`config.mk`:
```
export PLATFORM = sky130hd
export DESIGN_NAME = bisection_threshold_search_unit
export DESIGN_NICKNAME = d
export VERILOG_FILES = /design/src/rtl/bts_pkg.sv /design/src/rtl/bts_in_reg.sv /design/src/rtl/bts_core.sv /design/src/rtl/bisection_threshold_search_unit.sv
export VERILOG_INCLUDE_DIRS = /design/src /design/src/rtl
export SDC_FILE = /design/constraint.sdc
export NUM_CORES = 1
export LEC_CHECK = 0
export ABC_AREA = 0
export BUFFER_PORTS_ARGS = -buffer_cell sky130_fd_sc_hd__clkbuf_2
export CAP_MARGIN = 20
export CORE_AREA = 2 2 141 246
export DETAILED_ROUTE_END_ITERATION = 16
export DIE_AREA = 0 0 143 248
export PLACE_DENSITY = 0.82
export SYNTH_ARGS = -nofsm -noshare
export SYNTH_HDL_FRONTEND = slang
export SYNTH_HIERARCHICAL = 1
export SYNTH_SLANG_ARGS = --single-unit
```
`constraint.sdc`:
```
create_clock -name clk -period 10.5 [get_ports clk]
set_input_delay 0.525 -clock clk [delete_from_list [all_inputs] [get_ports clk]]
set_output_delay 0.525 -clock clk [all_outputs]
set_load 0.01 [all_outputs]
```
`src/rtl/assert_macros.svh`:
```
// Assertion helpers used by the RTL. Each macro expects clk and rst_n in scope.
`ifndef ASSERT_MACROS_SVH
`define ASSERT_MACROS_SVH

// The condition must hold at every clock edge outside reset.
`define BTS_ASSERT_ALWAYS(label, cond) \
    label: assert property (@(posedge clk) disable iff (!rst_n) (cond)) \
        else $error("bts assertion failed");

// When the trigger holds, the consequence must hold in the next cycle.
`define BTS_ASSERT_NEXT(label, trig, cons) \
    label: assert property (@(posedge clk) disable iff (!rst_n) (trig) |=> (cons)) \
        else $error("bts assertion failed");

`endif

```
`src/rtl/bts_pkg.sv`:
```
package bts_pkg;

    localparam int CFG_DATA_BITS  = 16;
    localparam int CFG_INDEX_BITS = 1;
    localparam int STEP_BITS      = 12;
    localparam int KIND_BITS      = 2;

    localparam logic [CFG_INDEX_BITS-1:0] CFG_SCORE_CUTOFF    = 1'b0;
    localparam logic [CFG_INDEX_BITS-1:0] CFG_SCORE_TOLERANCE = 1'b1;

    localparam logic [CFG_DATA_BITS-1:0] SCORE_CUTOFF_RESET    = 16'd1638;
    localparam logic [CFG_DATA_BITS-1:0] SCORE_TOLERANCE_RESET = 16'd66;

    localparam logic CMD_START  = 1'b0;
    localparam logic CMD_RESULT = 1'b1;

    typedef enum logic [KIND_BITS-1:0] {
        KIND_PROBE = 2'd0,
        KIND_BOUND = 2'd1,
        KIND_ERROR = 2'd2
    } kind_t;

endpackage

```
`src/rtl/bts_in_reg.sv`:
```
module bts_in_reg #(
    parameter int POINT_BITS = 32,
    parameter int SCORE_BITS = 16
) (
    input  logic                         clk,
    input  logic                         rst_n,
    input  logic                         in_valid,
    output logic                         in_ready,
    input  logic                         cmd,
    input  logic signed [POINT_BITS-1:0] start_low,
    input  logic signed [POINT_BITS-1:0] start_high,
    input  logic                         search_lower,
    input  logic        [SCORE_BITS-1:0] probe_score,
    input  logic                         probe_finite,
    output logic                         item_valid,
    input  logic                         item_take,
    output logic                         item_cmd,
    output logic signed [POINT_BITS-1:0] item_start_low,
    output logic signed [POINT_BITS-1:0] item_start_high,
    output logic                         item_search_lower,
    output logic        [SCORE_BITS-1:0] item_probe_score,
    output logic                         item_probe_finite
);

    logic                         valid_reg;
    logic                         cmd_reg;
    logic signed [POINT_BITS-1:0] start_low_reg;
    logic signed [POINT_BITS-1:0] start_high_reg;
    logic                         search_lower_reg;
    logic        [SCORE_BITS-1:0] probe_score_reg;
    logic                         probe_finite_reg;
    logic                         load;

    // The stage refills in the same cycle that the core takes the held item.
    assign in_ready = !valid_reg || item_take;
    assign load     = in_valid && in_ready;

    always_ff @(posedge clk or negedge rst_n)
    begin
        if (!rst_n)
        begin
            valid_reg <= 1'b0;
        end
        else if (load)
        begin
            valid_reg <= 1'b1;
        end
        else if (item_take)
        begin
            valid_reg <= 1'b0;
        end
    end

    always_ff @(posedge clk)
    begin
        if (load)
        begin
            cmd_reg          <= cmd;
            start_low_reg    <= start_low;
            start_high_reg   <= start_high;
            search_lower_reg <= search_lower;
            probe_score_reg  <= probe_score;
            probe_finite_reg <= probe_finite;
        end
    end

    assign item_valid        = valid_reg;
    assign item_cmd          = cmd_reg;
    assign item_start_low    = start_low_reg;
    assign item_start_high   = start_high_reg;
    assign item_search_lower = search_lower_reg;
    assign item_probe_score  = probe_score_reg;
    assign item_probe_finite = probe_finite_reg;

endmodule

```
`src/rtl/bts_core.sv`:
```
`include "assert_macros.svh"

module bts_core #(
    parameter int POINT_BITS = 32,
    parameter int SCORE_BITS = 16,
    parameter int MAX_STEPS  = 2048
) (
    input  logic                                  clk,
    input  logic                                  rst_n,
    input  logic                                  item_valid,
    output logic                                  item_take,
    input  logic                                  item_cmd,
    input  logic signed [POINT_BITS-1:0]          item_start_low,
    input  logic signed [POINT_BITS-1:0]          item_start_high,
    input  logic                                  item_search_lower,
    input  logic        [SCORE_BITS-1:0]          item_probe_score,
    input  logic                                  item_probe_finite,
    input  logic        [SCORE_BITS-1:0]          score_cutoff,
    input  logic        [SCORE_BITS-1:0]          score_tolerance,
    output logic                                  out_valid,
    input  logic                                  out_ready,
    output logic        [bts_pkg::KIND_BITS-1:0]  result_kind,
    output logic signed [POINT_BITS-1:0]          point
);

    localparam int SC_IN = (SCORE_BITS < 16) ? SCORE_BITS : 16;

    typedef enum logic [1:0] {
        PH_IDLE,
        PH_LOW,
        PH_HIGH,
        PH_MID
    } phase_t;

    phase_t                              phase_reg, phase_next;
    logic signed [POINT_BITS-1:0]        low_end_reg, low_end_next;
    logic signed [POINT_BITS-1:0]        high_end_reg, high_end_next;
    logic        [SCORE_BITS-1:0]        low_score_reg, low_score_next;
    logic        [SCORE_BITS-1:0]        high_score_reg, high_score_next;
    logic                                low_score_ok_reg, low_score_ok_next;
    logic                                high_score_ok_reg, high_score_ok_next;
    logic                                direction_lower_reg, direction_lower_next;
    logic        [bts_pkg::STEP_BITS-1:0] step_count_reg, step_count_next;
    logic                                out_valid_reg;
    bts_pkg::kind_t                      kind_reg, kind_next;
    logic signed [POINT_BITS-1:0]        point_reg, point_next;

    logic                                fire;
    logic        [SCORE_BITS-1:0]        score_in;
    logic        [SCORE_BITS-1:0]        mid_score;
    logic signed [POINT_BITS:0]          sum_cur;
    logic signed [POINT_BITS-1:0]        mid_cur;
    logic                                mid_to_high;
    logic                                run_adv;
    phase_t                              base_phase;
    bts_pkg::kind_t                      base_kind;
    logic signed [POINT_BITS-1:0]        base_point;
    logic signed [POINT_BITS:0]          sum_post;
    logic signed [POINT_BITS-1:0]        mid_post;
    logic signed [SCORE_BITS+1:0]        gap;
    logic signed [SCORE_BITS+1:0]        tol;
    logic                                done;

    assign item_take = !out_valid_reg || out_ready;
    assign fire      = item_valid && item_take;

    assign score_in  = SCORE_BITS'(item_probe_score[SC_IN-1:0]);
    assign mid_score = item_probe_finite ? score_in : '0;

    assign sum_cur     = {low_end_reg[POINT_BITS-1], low_end_reg}
                       + {high_end_reg[POINT_BITS-1], high_end_reg};
    assign mid_cur     = sum_cur[POINT_BITS:1];
    assign mid_to_high = ((mid_score >= score_cutoff) == direction_lower_reg);

    always_comb
    begin
        low_end_next         = low_end_reg;
        high_end_next        = high_end_reg;
        low_score_next       = low_score_reg;
        high_score_next      = high_score_reg;
        low_score_ok_next    = low_score_ok_reg;
        high_score_ok_next   = high_score_ok_reg;
        direction_lower_next = direction_lower_reg;
        step_count_next      = step_count_reg;
        base_phase           = phase_reg;
        base_kind            = bts_pkg::KIND_ERROR;
        base_point           = '0;
        run_adv              = 1'b0;
        if (item_cmd == bts_pkg::CMD_START)
        begin
            if (item_start_low > item_start_high)
            begin
                base_phase = PH_IDLE;
            end
            else
            begin
                low_end_next         = item_start_low;
                high_end_next        = item_start_high;
                direction_lower_next = item_search_lower;
                step_count_next      = '0;
                low_score_ok_next    = 1'b0;
                high_score_ok_next   = 1'b0;
                base_phase           = PH_LOW;
                base_kind            = bts_pkg::KIND_PROBE;
                base_point           = item_start_low;
            end
        end
        else
        begin
            case (phase_reg)
                PH_LOW:
                begin
                    low_score_next    = score_in;
                    low_score_ok_next = item_probe_finite;
                    base_phase        = PH_HIGH;
                    base_kind         = bts_pkg::KIND_PROBE;
                    base_point        = high_end_reg;
                end
                PH_HIGH:
                begin
                    high_score_next    = score_in;
                    high_score_ok_next = item_probe_finite;
                    run_adv            = 1'b1;
                end
                PH_MID:
                begin
                    if (mid_to_high)
                    begin
                        high_end_next      = mid_cur;
                        high_score_next    = mid_score;
                        high_score_ok_next = 1'b1;
                    end
                    else
                    begin
                        low_end_next      = mid_cur;
                        low_score_next    = mid_score;
                        low_score_ok_next = 1'b1;
                    end
                    step_count_next = step_count_reg + 1'b1;
                    run_adv         = 1'b1;
                end
                default:
                begin
                    base_phase = phase_reg;
                end
            endcase
        end
    end

    assign sum_post = {low_end_next[POINT_BITS-1], low_end_next}
                    + {high_end_next[POINT_BITS-1], high_end_next};
    assign mid_post = sum_post[POINT_BITS:1];
    assign gap      = direction_lower_reg
                    ? ($signed({2'b00, high_score_next}) - $signed({2'b00, low_score_next}))
                    : ($signed({2'b00, low_score_next}) - $signed({2'b00, high_score_next}));
    assign tol      = $signed({2'b00, score_tolerance});

    always_comb
    begin
        done = 1'b0;
        if (step_count_next >= bts_pkg::STEP_BITS'(MAX_STEPS))
        begin
            done = 1'b1;
        end
        if (!low_score_ok_next || !high_score_ok_next)
        begin
            done = 1'b1;
        end
        if (gap <= tol)
        begin
            done = 1'b1;
        end
        if ((mid_post <= low_end_next) || (mid_post >= high_end_next))
        begin
            done = 1'b1;
        end
    end

    always_comb
    begin
        phase_next = base_phase;
        kind_next  = base_kind;
        point_next = base_point;
        if (run_adv)
        begin
            if (done)
            begin
                phase_next = PH_IDLE;
                kind_next  = bts_pkg::KIND_BOUND;
                point_next = direction_lower_reg ? low_end_next : high_end_next;
            end
            else
            begin
                phase_next = PH_MID;
                kind_next  = bts_pkg::KIND_PROBE;
                point_next = mid_post;
            end
        end
    end

    always_ff @(posedge clk or negedge rst_n)
    begin
        if (!rst_n)
        begin
            phase_reg           <= PH_IDLE;
            low_end_reg         <= '0;
            high_end_reg        <= '0;
            low_score_reg       <= '0;
            high_score_reg      <= '0;
            low_score_ok_reg    <= 1'b0;
            high_score_ok_reg   <= 1'b0;
            direction_lower_reg <= 1'b0;
            step_count_reg      <= '0;
            out_valid_reg       <= 1'b0;
            kind_reg            <= bts_pkg::KIND_PROBE;
            point_reg           <= '0;
        end
        else if (fire)
        begin
            phase_reg           <= phase_next;
            low_end_reg         <= low_end_next;
            high_end_reg        <= high_end_next;
            low_score_reg       <= low_score_next;
            high_score_reg      <= high_score_next;
            low_score_ok_reg    <= low_score_ok_next;
            high_score_ok_reg   <= high_score_ok_next;
            direction_lower_reg <= direction_lower_next;
            step_count_reg      <= step_count_next;
            out_valid_reg       <= 1'b1;
            kind_reg            <= kind_next;
            point_reg           <= point_next;
        end
        else if (out_ready)
        begin
            out_valid_reg <= 1'b0;
        end
    end

    assign out_valid   = out_valid_reg;
    assign result_kind = kind_reg;
    assign point       = point_reg;

    `BTS_ASSERT_ALWAYS(a_error_point_zero,
        !(out_valid_reg && (kind_reg == bts_pkg::KIND_ERROR)) || (point_reg == '0))
    `BTS_ASSERT_NEXT(a_final_goes_idle,
        fire && (kind_next != bts_pkg::KIND_PROBE), phase_reg == PH_IDLE)
    `BTS_ASSERT_ALWAYS(a_step_bound,
        step_count_reg <= bts_pkg::STEP_BITS'(MAX_STEPS))
    `BTS_ASSERT_ALWAYS(a_interval_order,
        (phase_reg == PH_IDLE) || (low_end_reg <= high_end_reg))

endmodule

```
`src/rtl/bisection_threshold_search_unit.sv`:
```
// Bisection threshold search sequencer. Every item, a start or a returned probe score,
// yields exactly one result: a point to probe, the final bound, or an error. One item
// is accepted per clock cycle while the result output is not stalled. An accepted item
// is first held in the input register and is then carried
// through the midpoint adder, score compare and gap compare into the result register.
// While a result is stalled, the input register can still take one more item and
// holds it until the result is taken.
module bisection_threshold_search_unit #(
    parameter int POINT_BITS = 32,
    parameter int SCORE_BITS = 16,
    parameter int MAX_STEPS  = 2048
) (
    input  logic                                      clk,
    input  logic                                      rst_n,
    input  logic                                      cfg_we,
    input  logic        [bts_pkg::CFG_INDEX_BITS-1:0] cfg_index,
    input  logic        [bts_pkg::CFG_DATA_BITS-1:0]  cfg_data,
    input  logic                                      in_valid,
    output logic                                      in_ready,
    input  logic                                      cmd,
    input  logic signed [POINT_BITS-1:0]              start_low,
    input  logic signed [POINT_BITS-1:0]              start_high,
    input  logic                                      search_lower,
    input  logic        [SCORE_BITS-1:0]              probe_score,
    input  logic                                      probe_finite,
    output logic                                      out_valid,
    input  logic                                      out_ready,
    output logic        [bts_pkg::KIND_BITS-1:0]      result_kind,
    output logic signed [POINT_BITS-1:0]              point
);

    logic        [SCORE_BITS-1:0] score_cutoff_reg;
    logic        [SCORE_BITS-1:0] score_tolerance_reg;
    logic                         item_valid;
    logic                         item_take;
    logic                         item_cmd;
    logic signed [POINT_BITS-1:0] item_start_low;
    logic signed [POINT_BITS-1:0] item_start_high;
    logic                         item_search_lower;
    logic        [SCORE_BITS-1:0] item_probe_score;
    logic                         item_probe_finite;

    always_ff @(posedge clk or negedge rst_n)
    begin
        if (!rst_n)
        begin
            score_cutoff_reg    <= SCORE_BITS'(bts_pkg::SCORE_CUTOFF_RESET);
            score_tolerance_reg <= SCORE_BITS'(bts_pkg::SCORE_TOLERANCE_RESET);
        end
        else if (cfg_we)
        begin
            case (cfg_index)
                bts_pkg::CFG_SCORE_CUTOFF:
                begin
                    score_cutoff_reg <= SCORE_BITS'(cfg_data);
                end
                bts_pkg::CFG_SCORE_TOLERANCE:
                begin
                    score_tolerance_reg <= SCORE_BITS'(cfg_data);
                end
                default:
                begin
                    score_cutoff_reg <= score_cutoff_reg;
                end
            endcase
        end
    end

    bts_in_reg #(
        .POINT_BITS (POINT_BITS),
        .SCORE_BITS (SCORE_BITS)
    ) u_in_reg (
        .clk               (clk),
        .rst_n             (rst_n),
        .in_valid          (in_valid),
        .in_ready          (in_ready),
        .cmd               (cmd),
        .start_low         (start_low),
        .start_high        (start_high),
        .search_lower      (search_lower),
        .probe_score       (probe_score),
        .probe_finite      (probe_finite),
        .item_valid        (item_valid),
        .item_take         (item_take),
        .item_cmd          (item_cmd),
        .item_start_low    (item_start_low),
        .item_start_high   (item_start_high),
        .item_search_lower (item_search_lower),
        .item_probe_score  (item_probe_score),
        .item_probe_finite (item_probe_finite)
    );

    bts_core #(
        .POINT_BITS (POINT_BITS),
        .SCORE_BITS (SCORE_BITS),
        .MAX_STEPS  (MAX_STEPS)
    ) u_core (
        .clk               (clk),
        .rst_n             (rst_n),
        .item_valid        (item_valid),
        .item_take         (item_take),
        .item_cmd          (item_cmd),
        .item_start_low    (item_start_low),
        .item_start_high   (item_start_high),
        .item_search_lower (item_search_lower),
        .item_probe_score  (item_probe_score),
        .item_probe_finite (item_probe_finite),
        .score_cutoff      (score_cutoff_reg),
        .score_tolerance   (score_tolerance_reg),
        .out_valid         (out_valid),
        .out_ready         (out_ready),
        .result_kind       (result_kind),
        .point             (point)
    );

endmodule

```
=== Yosys cells after proc, flatten, opt, wreduce, memory -nomap -nowiden ===
Cells that the tools add are included.

* Flip-flop bits (word level): 264
* Input bits: 105
* Output and inout bits: 36
* Word-level logic and storage cells: 110

* $add $sub $neg: 5
* Magnitude comparators: 6
* Eq/ne operators: 5
* Multiplexer cells: 53
* Bitwise operators: 3
* Reductions and logical operators: 17

{| class="wikitable"
|+ Operators with widths
! operator !! count
|-
| $mux W32 || 14
|-
| $mux W16 || 5
|-
| $add A32 B32 Y33 || 2
|-
| $pmux W16 S2 || 2
|-
| $mux W12 || 3
|-
| $sub A16 B16 Y17 || 2
|-
| $ge A32 B32 Y1 || 1
|-
| $gt A32 B32 Y1 || 1
|-
| $le A32 B32 Y1 || 1
|-
| $le A18 B17 Y1 || 1
|-
| $mux W1 || 18
|-
| $mux W18 || 1
|-
| $ge A16 B16 Y1 || 1
|-
| $mux W2 || 8
|-
| $add A12 B1 Y12 const B || 1
|-
| $ge A12 B12 Y1 const B || 1
|-
| $reduce_and A2 Y1 || 3
|-
| $eq A2 B2 Y1 const B || 2
|-
| $logic_not A1 Y1 || 4
|-
| $logic_or A1 B1 Y1 || 4
|-
| $pmux W1 S2 || 2
|-
| $reduce_bool A2 Y1 || 2
|-
| $ne A3 B1 Y1 const B || 1
|-
| $not A1 Y1 || 3
|-
| other kinds (5) || 6
|}

=== Logic depth before layout (Yosys ltp) ===
* Depth in word-level cells: 13
* Gate-level depth with buffers: 46
* Depth with buffers taken out: 40

=== Modules after synthesis ===
The synthesis kept the hierarchy.

{| class="wikitable"
|+ Modules (own cells, without submodules)
! module !! times used !! cells each !! area an instance (um^2) !! sequential area each (um^2)
|-
| bts_core || 1 || 2192 || 16631.0 || 3703.6
|-
| bts_in_reg || 1 || 87 || 2546.2 || 2517.4
|-
| bisection_threshold_search_unit || 1 || 69 || 1262.5 || 810.8
|}

=== Worst setup path after synthesis ===
No wires, ideal clock.

* Path kind: register -> register
* Start point: register u_in_reg.probe_finite_reg, in the netlist u_in_reg/item_probe_finite
* End point: register u_core.point_reg[30], in the netlist u_core/point[30]
* Library setup time: 0.082 ns
* Data arrival time: 8.401 ns
* Data required time: 10.418 ns
* Slack: 2.017 ns
* Cell stages (with the launch flop): 43
* Path buffers: 5
* Period minus slack after synthesis: 8.483 ns
* Path through: edfxtp_1 clkbuf_1 clkbuf_1 and2_1 ha_1 nand2_1 nor3_2 a21oi_1 o41ai_4 mux2i_2 clkbuf_1 nand2_1 nand3_1 o21ai_0 inv_1 ha_1 nor2b_1 o21ai_1 [... 7 more ...] a21oi_1 o21ai_0 xnor2_1 inv_1 ha_1 and3_1 a211oi_1 o2111ai_1 o21ai_0 o211ai_1 a211o_1 nor3_1 and4_1 and2_1 clkbuf_1 buf_2 a21oi_1 o22ai_1

* Elaborated cells on any way between the ends: 38
* Those cells by class: add/sub: 3; order compare: 4; eq/ne: 1; mux: 26; reduce/logical: 4

{| class="wikitable"
|+ RTL lines
! item !! RTL line !! source
|-
| start: declaration || bts_in_reg.sv:31 || <nowiki>logic probe_finite_reg;</nowiki>
|-
| start signal: assignment || bts_in_reg.sv:63 || <nowiki>probe_finite_reg <= probe_finite;</nowiki>
|-
| $mux W16 * || bts_core.sv:68 || <nowiki>assign mid_score = item_probe_finite ? score_in : '0;</nowiki>
|-
| $ge A16 B16 Y1 * || bts_core.sv:73 || <nowiki>assign mid_to_high = ((mid_score >= score_cutoff) == direction_lower_reg);</nowiki>
|-
| $eq A1 B1 Y1 * || bts_core.sv:73 ||
|-
| $mux W32 * || bts_core.sv:127 || <nowiki>if (mid_to_high)</nowiki>
|-
| $mux W32 * || bts_core.sv:110 || <nowiki>case (phase_reg)</nowiki>
|-
| $mux W32 * || bts_core.sv:89 || <nowiki>if (item_cmd == bts_pkg::CMD_START)</nowiki>
|-
| via u_core.high_end_next[2] || bts_core.sv:37 || <nowiki>logic signed [POINT_BITS-1:0] high_end_reg, high_end_next;</nowiki>
|-
| $add A32 B32 Y33 || bts_core.sv:151 || <nowiki>+ {high_end_next[POINT_BITS-1], high_end_next};</nowiki>
|-
| $le A32 B32 Y1 / $ge A32 B32 Y1 (equally long branches) || bts_core.sv:173 || <nowiki>if ((mid_post <= low_end_next) || (mid_post >= high_end_next))</nowiki>
|-
| $logic_or A1 B1 Y1 || bts_core.sv:173 ||
|-
| $mux W1 || bts_core.sv:173 ||
|-
| $mux W32 * || bts_core.sv:186 || <nowiki>if (done)</nowiki>
|-
| $mux W32 * || bts_core.sv:184 || <nowiki>if (run_adv)</nowiki>
|-
| end signal: assignment || bts_core.sv:231 || <nowiki>point_reg <= point_next;</nowiki>
|-
| end: declaration || bts_core.sv:46 || <nowiki>logic signed [POINT_BITS-1:0] point_reg, point_next;</nowiki>
|}

Mark *: on every way through the listed nets, which the timed path passes. The rest lies on a longest branch.
A chain may end at the register's enable or synchronous reset.

=== Worst setup path in the final report ===
Ends and elaborated chain as after synthesis.

==> impl_metrics.ini <==
[run_status]
outcome = finished, final reports clean

[placement]
place_inst = 2874
dp_hpwl_um = 49900
portBuffers = 140
gp_congestion = 0.986

[synthesis]
synth_ff_type = dfrtp_1
synth_edf_count = 83
synth_compound_area_share_pct = 22.7
ys_warn_count = 6
synthMuxAreaShare_pct = 5.89
syn_inst = 2348
synthAdderAreaFrac_pct = 14.0
syn-cell-area_um2 = 20400
synth_top_cell_area_share_pct = 21.2
seq_area_frac_synth_pct = 34.4
ys_types = 82
yosys-top-cells-area = dfrtp_1, ha_1, edfxtp_1
syn_avg_cell_area_um2 = 8.71
synth_simple_gate_area_share_pct = 14.3
yosys.area.top_type = dfrtp_1
synth_top_family_by_area = compound AO/OA/AOI/OAI gates
async_reset_ff_share_pct = 68.6
synth_xor_area_share_pct = 2.79
ys_ff_latch = 264
synth_nets = 2680

[critical_path]
crit_type = reg -> reg
path_depth = 39
critPathSlowestCell = edfxtp_1
critical_path.max_stage_delay_ps = 570
r2r-start = u_in_reg/item_probe_finite
cpLargestDelayFamily = compound AO/OA/AOI/OAI gates
reg2regPathDepth = 39
crit_path_end_kind = register
arrival_ps = 10430
r2r-end = u_core/point[30]
path_buf_inv = 4
worstPathRequired_ps = 10940
cpMostUsedCell = buf_4
r2r_slack_ps = 510
crit_fanout = 12
critPathLaunch = u_in_reg/item_probe_finite
worstSetupStartpointType = register
endpoint = u_core/point[30]

[detailed_routing]
wirelength_um = 67200
drtAntennaViolNets = 0
dr.pass1.iters = 6
wire_per_inst_um = 22.9
viasPerCell = 6.40
vias = 18800
drtIter0Drc = 1325
drcViolationCount = 0

[power_and_ir_drop]
power_switching_w = 0.00287
pwr-share-seq_pct = 23.9
p_total_w = 0.00611
powerDensity_nw_per_um2 = 270
swShare_pct = 46.9
p_clk_share_pct = 16.1
leakage_nw = 10.8
vdd_drop_max_v = 0.000199
combPwrFrac_pct = 60.1
intPower_w = 0.00325

[cts]
root_buffer = clkbuf_16
clk_transition_reported_paths_ps = 70
cts_hold_buf = 0
numCtsBuffers = 27
clock_latency_ps = 590
clkSinkCount = 264
clock_path_buffers = 3
cts_tree = yes
htree_levels = 1

[finish]
layout_commonest_cell = nand2_1
nets = 2785
syn2layout_area_growth_pct = 10.7
instances_no_fill = 2930
drive_gt1_share_pct = 13.1
utilization_pct = 67.5
final_cell_mix = nand2_1, o21ai_0, ha_1

[timing]
finalCriticalPeriod_ps = 9990
period_share_pct = 95.1
relSlewSlack_pct = 27.8
fmax_mhz = 100
slew_violations = 0
setup_viol = 0
fin_skew_ps = 28.2
rsz0062_at_grt = false
fin_setup_tns_ps = 0
tightestPinTransition_ps = 1080
finalHoldViolations = 0

[die]
core_um2 = 33500
die_h_um = 248
rows = 89
die_area_um2 = 35500
die-width_um = 143
io_pins = 141
initial_core_util_pct = 61.0

[grt]
grt_pass1_wl_um = 102000
grt-ovfl-total = 0
first_global_vias = 19000
grt_start_max_net_pins = 119
antenna_found_initial = 2
grt_usage_pct = 37.7

[run]
maxCapViolations = 0

[min_path]
hp-class = in -> async
-- cell type report --
cell class                      instances  area, um2
Tap cell                              455        569
Clock inverter                         16        145
Clock buffer                           34        722
Timing Repair Buffer                  189       1120
Sequential cell                       264       7030
Inverter                              195        732
Antenna cell                            1       2.50
Fill cell                            2750      10900
Multi-Input combinational cell       1776      12300
-- timing repair --
action / CTS / global route
gates resized for setup: 0 / 5
buffers inserted: 0 / 4
setup endpoints to repair: 0 / 35
hold endpoints to repair: 0 / 0
-- layer usage --
layer / wire length (um) / GRT usage [%]
met1: 22900 / 39.1
met2: 33600 / 66.9
met3: 4320 / 4.77
met4: 6360 / 31.6
met5: 13 / 0
-- worst reg2reg max path: cells and delay by family (launching register included) --
family	cells	cell delay, ps
AOI/OAI and AO/OA	17	4360
and+or+nand+nor	13	2770
buffers and inverters	4	760
muxes	2	710
adders and majority gates	3	650
DFF	1	570
-- cells in the mapped netlist (12+ instances only) --
| master | count |
|---|---|
| nand2_1 | 306 |
| o21ai_0 | 236 |
| ha_1 | 223 |
| inv_1 | 195 |
| dfrtp_1 | 173 |
| a21oi_1 | 161 |
| nor2_1 | 109 |
| clkbuf_1 | 95 |
| edfxtp_1 | 83 |
| a21o_1 | 66 |
| mux2i_1 | 59 |
| nand3_1 | 50 |
| a22oi_1 | 43 |
| xnor2_1 | 42 |
| mux2_2 | 40 |
| a221oi_1 | 31 |
| and2_1 | 29 |
| a31oi_1 | 28 |
| nand4_1 | 28 |
| o211ai_1 | 28 |
| nor3_1 | 26 |
| xor2_1 | 23 |
| and3_1 | 22 |
| a211oi_1 | 21 |
| nand2b_1 | 20 |
| o21a_1 | 17 |
| nor2b_1 | 15 |
| o21bai_1 | 12 |
-- power groups by stage --
stage	Sequential, W	Clock (W)	Combinational [W]
2_1_floorplan	0.00141	0	0.00258
3_3_place_gp	0.00146	0	0.00350
3_5_place_dp	0.00147	0	0.00357
4_1_cts	0.00145	0.000994	0.00359
5_1_grt	0.00148	0.00103	0.00404
6_report	0.00146	0.000982	0.00367
-- worst min-delay path by stage --
| stage | cells after the start | from | end | slack (ps) |
|---|---|---|---|---|
| final | 1 | rst_n | u_core/high_score_reg[3] | 20 |
| after global routing | 1 | rst_n | u_core/low_end_reg[31] | 80 |
| after CTS | 1 | rst_n | u_core/low_end_reg[31] | 40 |
| after detailed placement | 2 | u_core/low_score_reg[15] | u_core/low_score_reg[15] | 470 |
| after global placement | 2 | u_core/low_score_reg[9] | u_core/low_score_reg[9] | 460 |
| after floorplan | 0 | rst_n | score_cutoff_reg[0] | 230 |
-- cell families after synthesis --
group / Yosys count
compound gates: 732
simple gates: 642
buf+inv: 308
flops: 264
fa+ha+maj: 227
mux: 110
xor+xnor: 65
-- stage by stage --
step	setup WS (ps)	hold slack [ps]	area, um2
global placement	652	464	21700
global route	24.7	83.5	22600
finish	510	19.3	22600
CTS	258	37.1	22500
floorplan	2020	229	20400
detailed placement	335	472	21700
No activity file was read; power rests on OpenSTA's default activity.
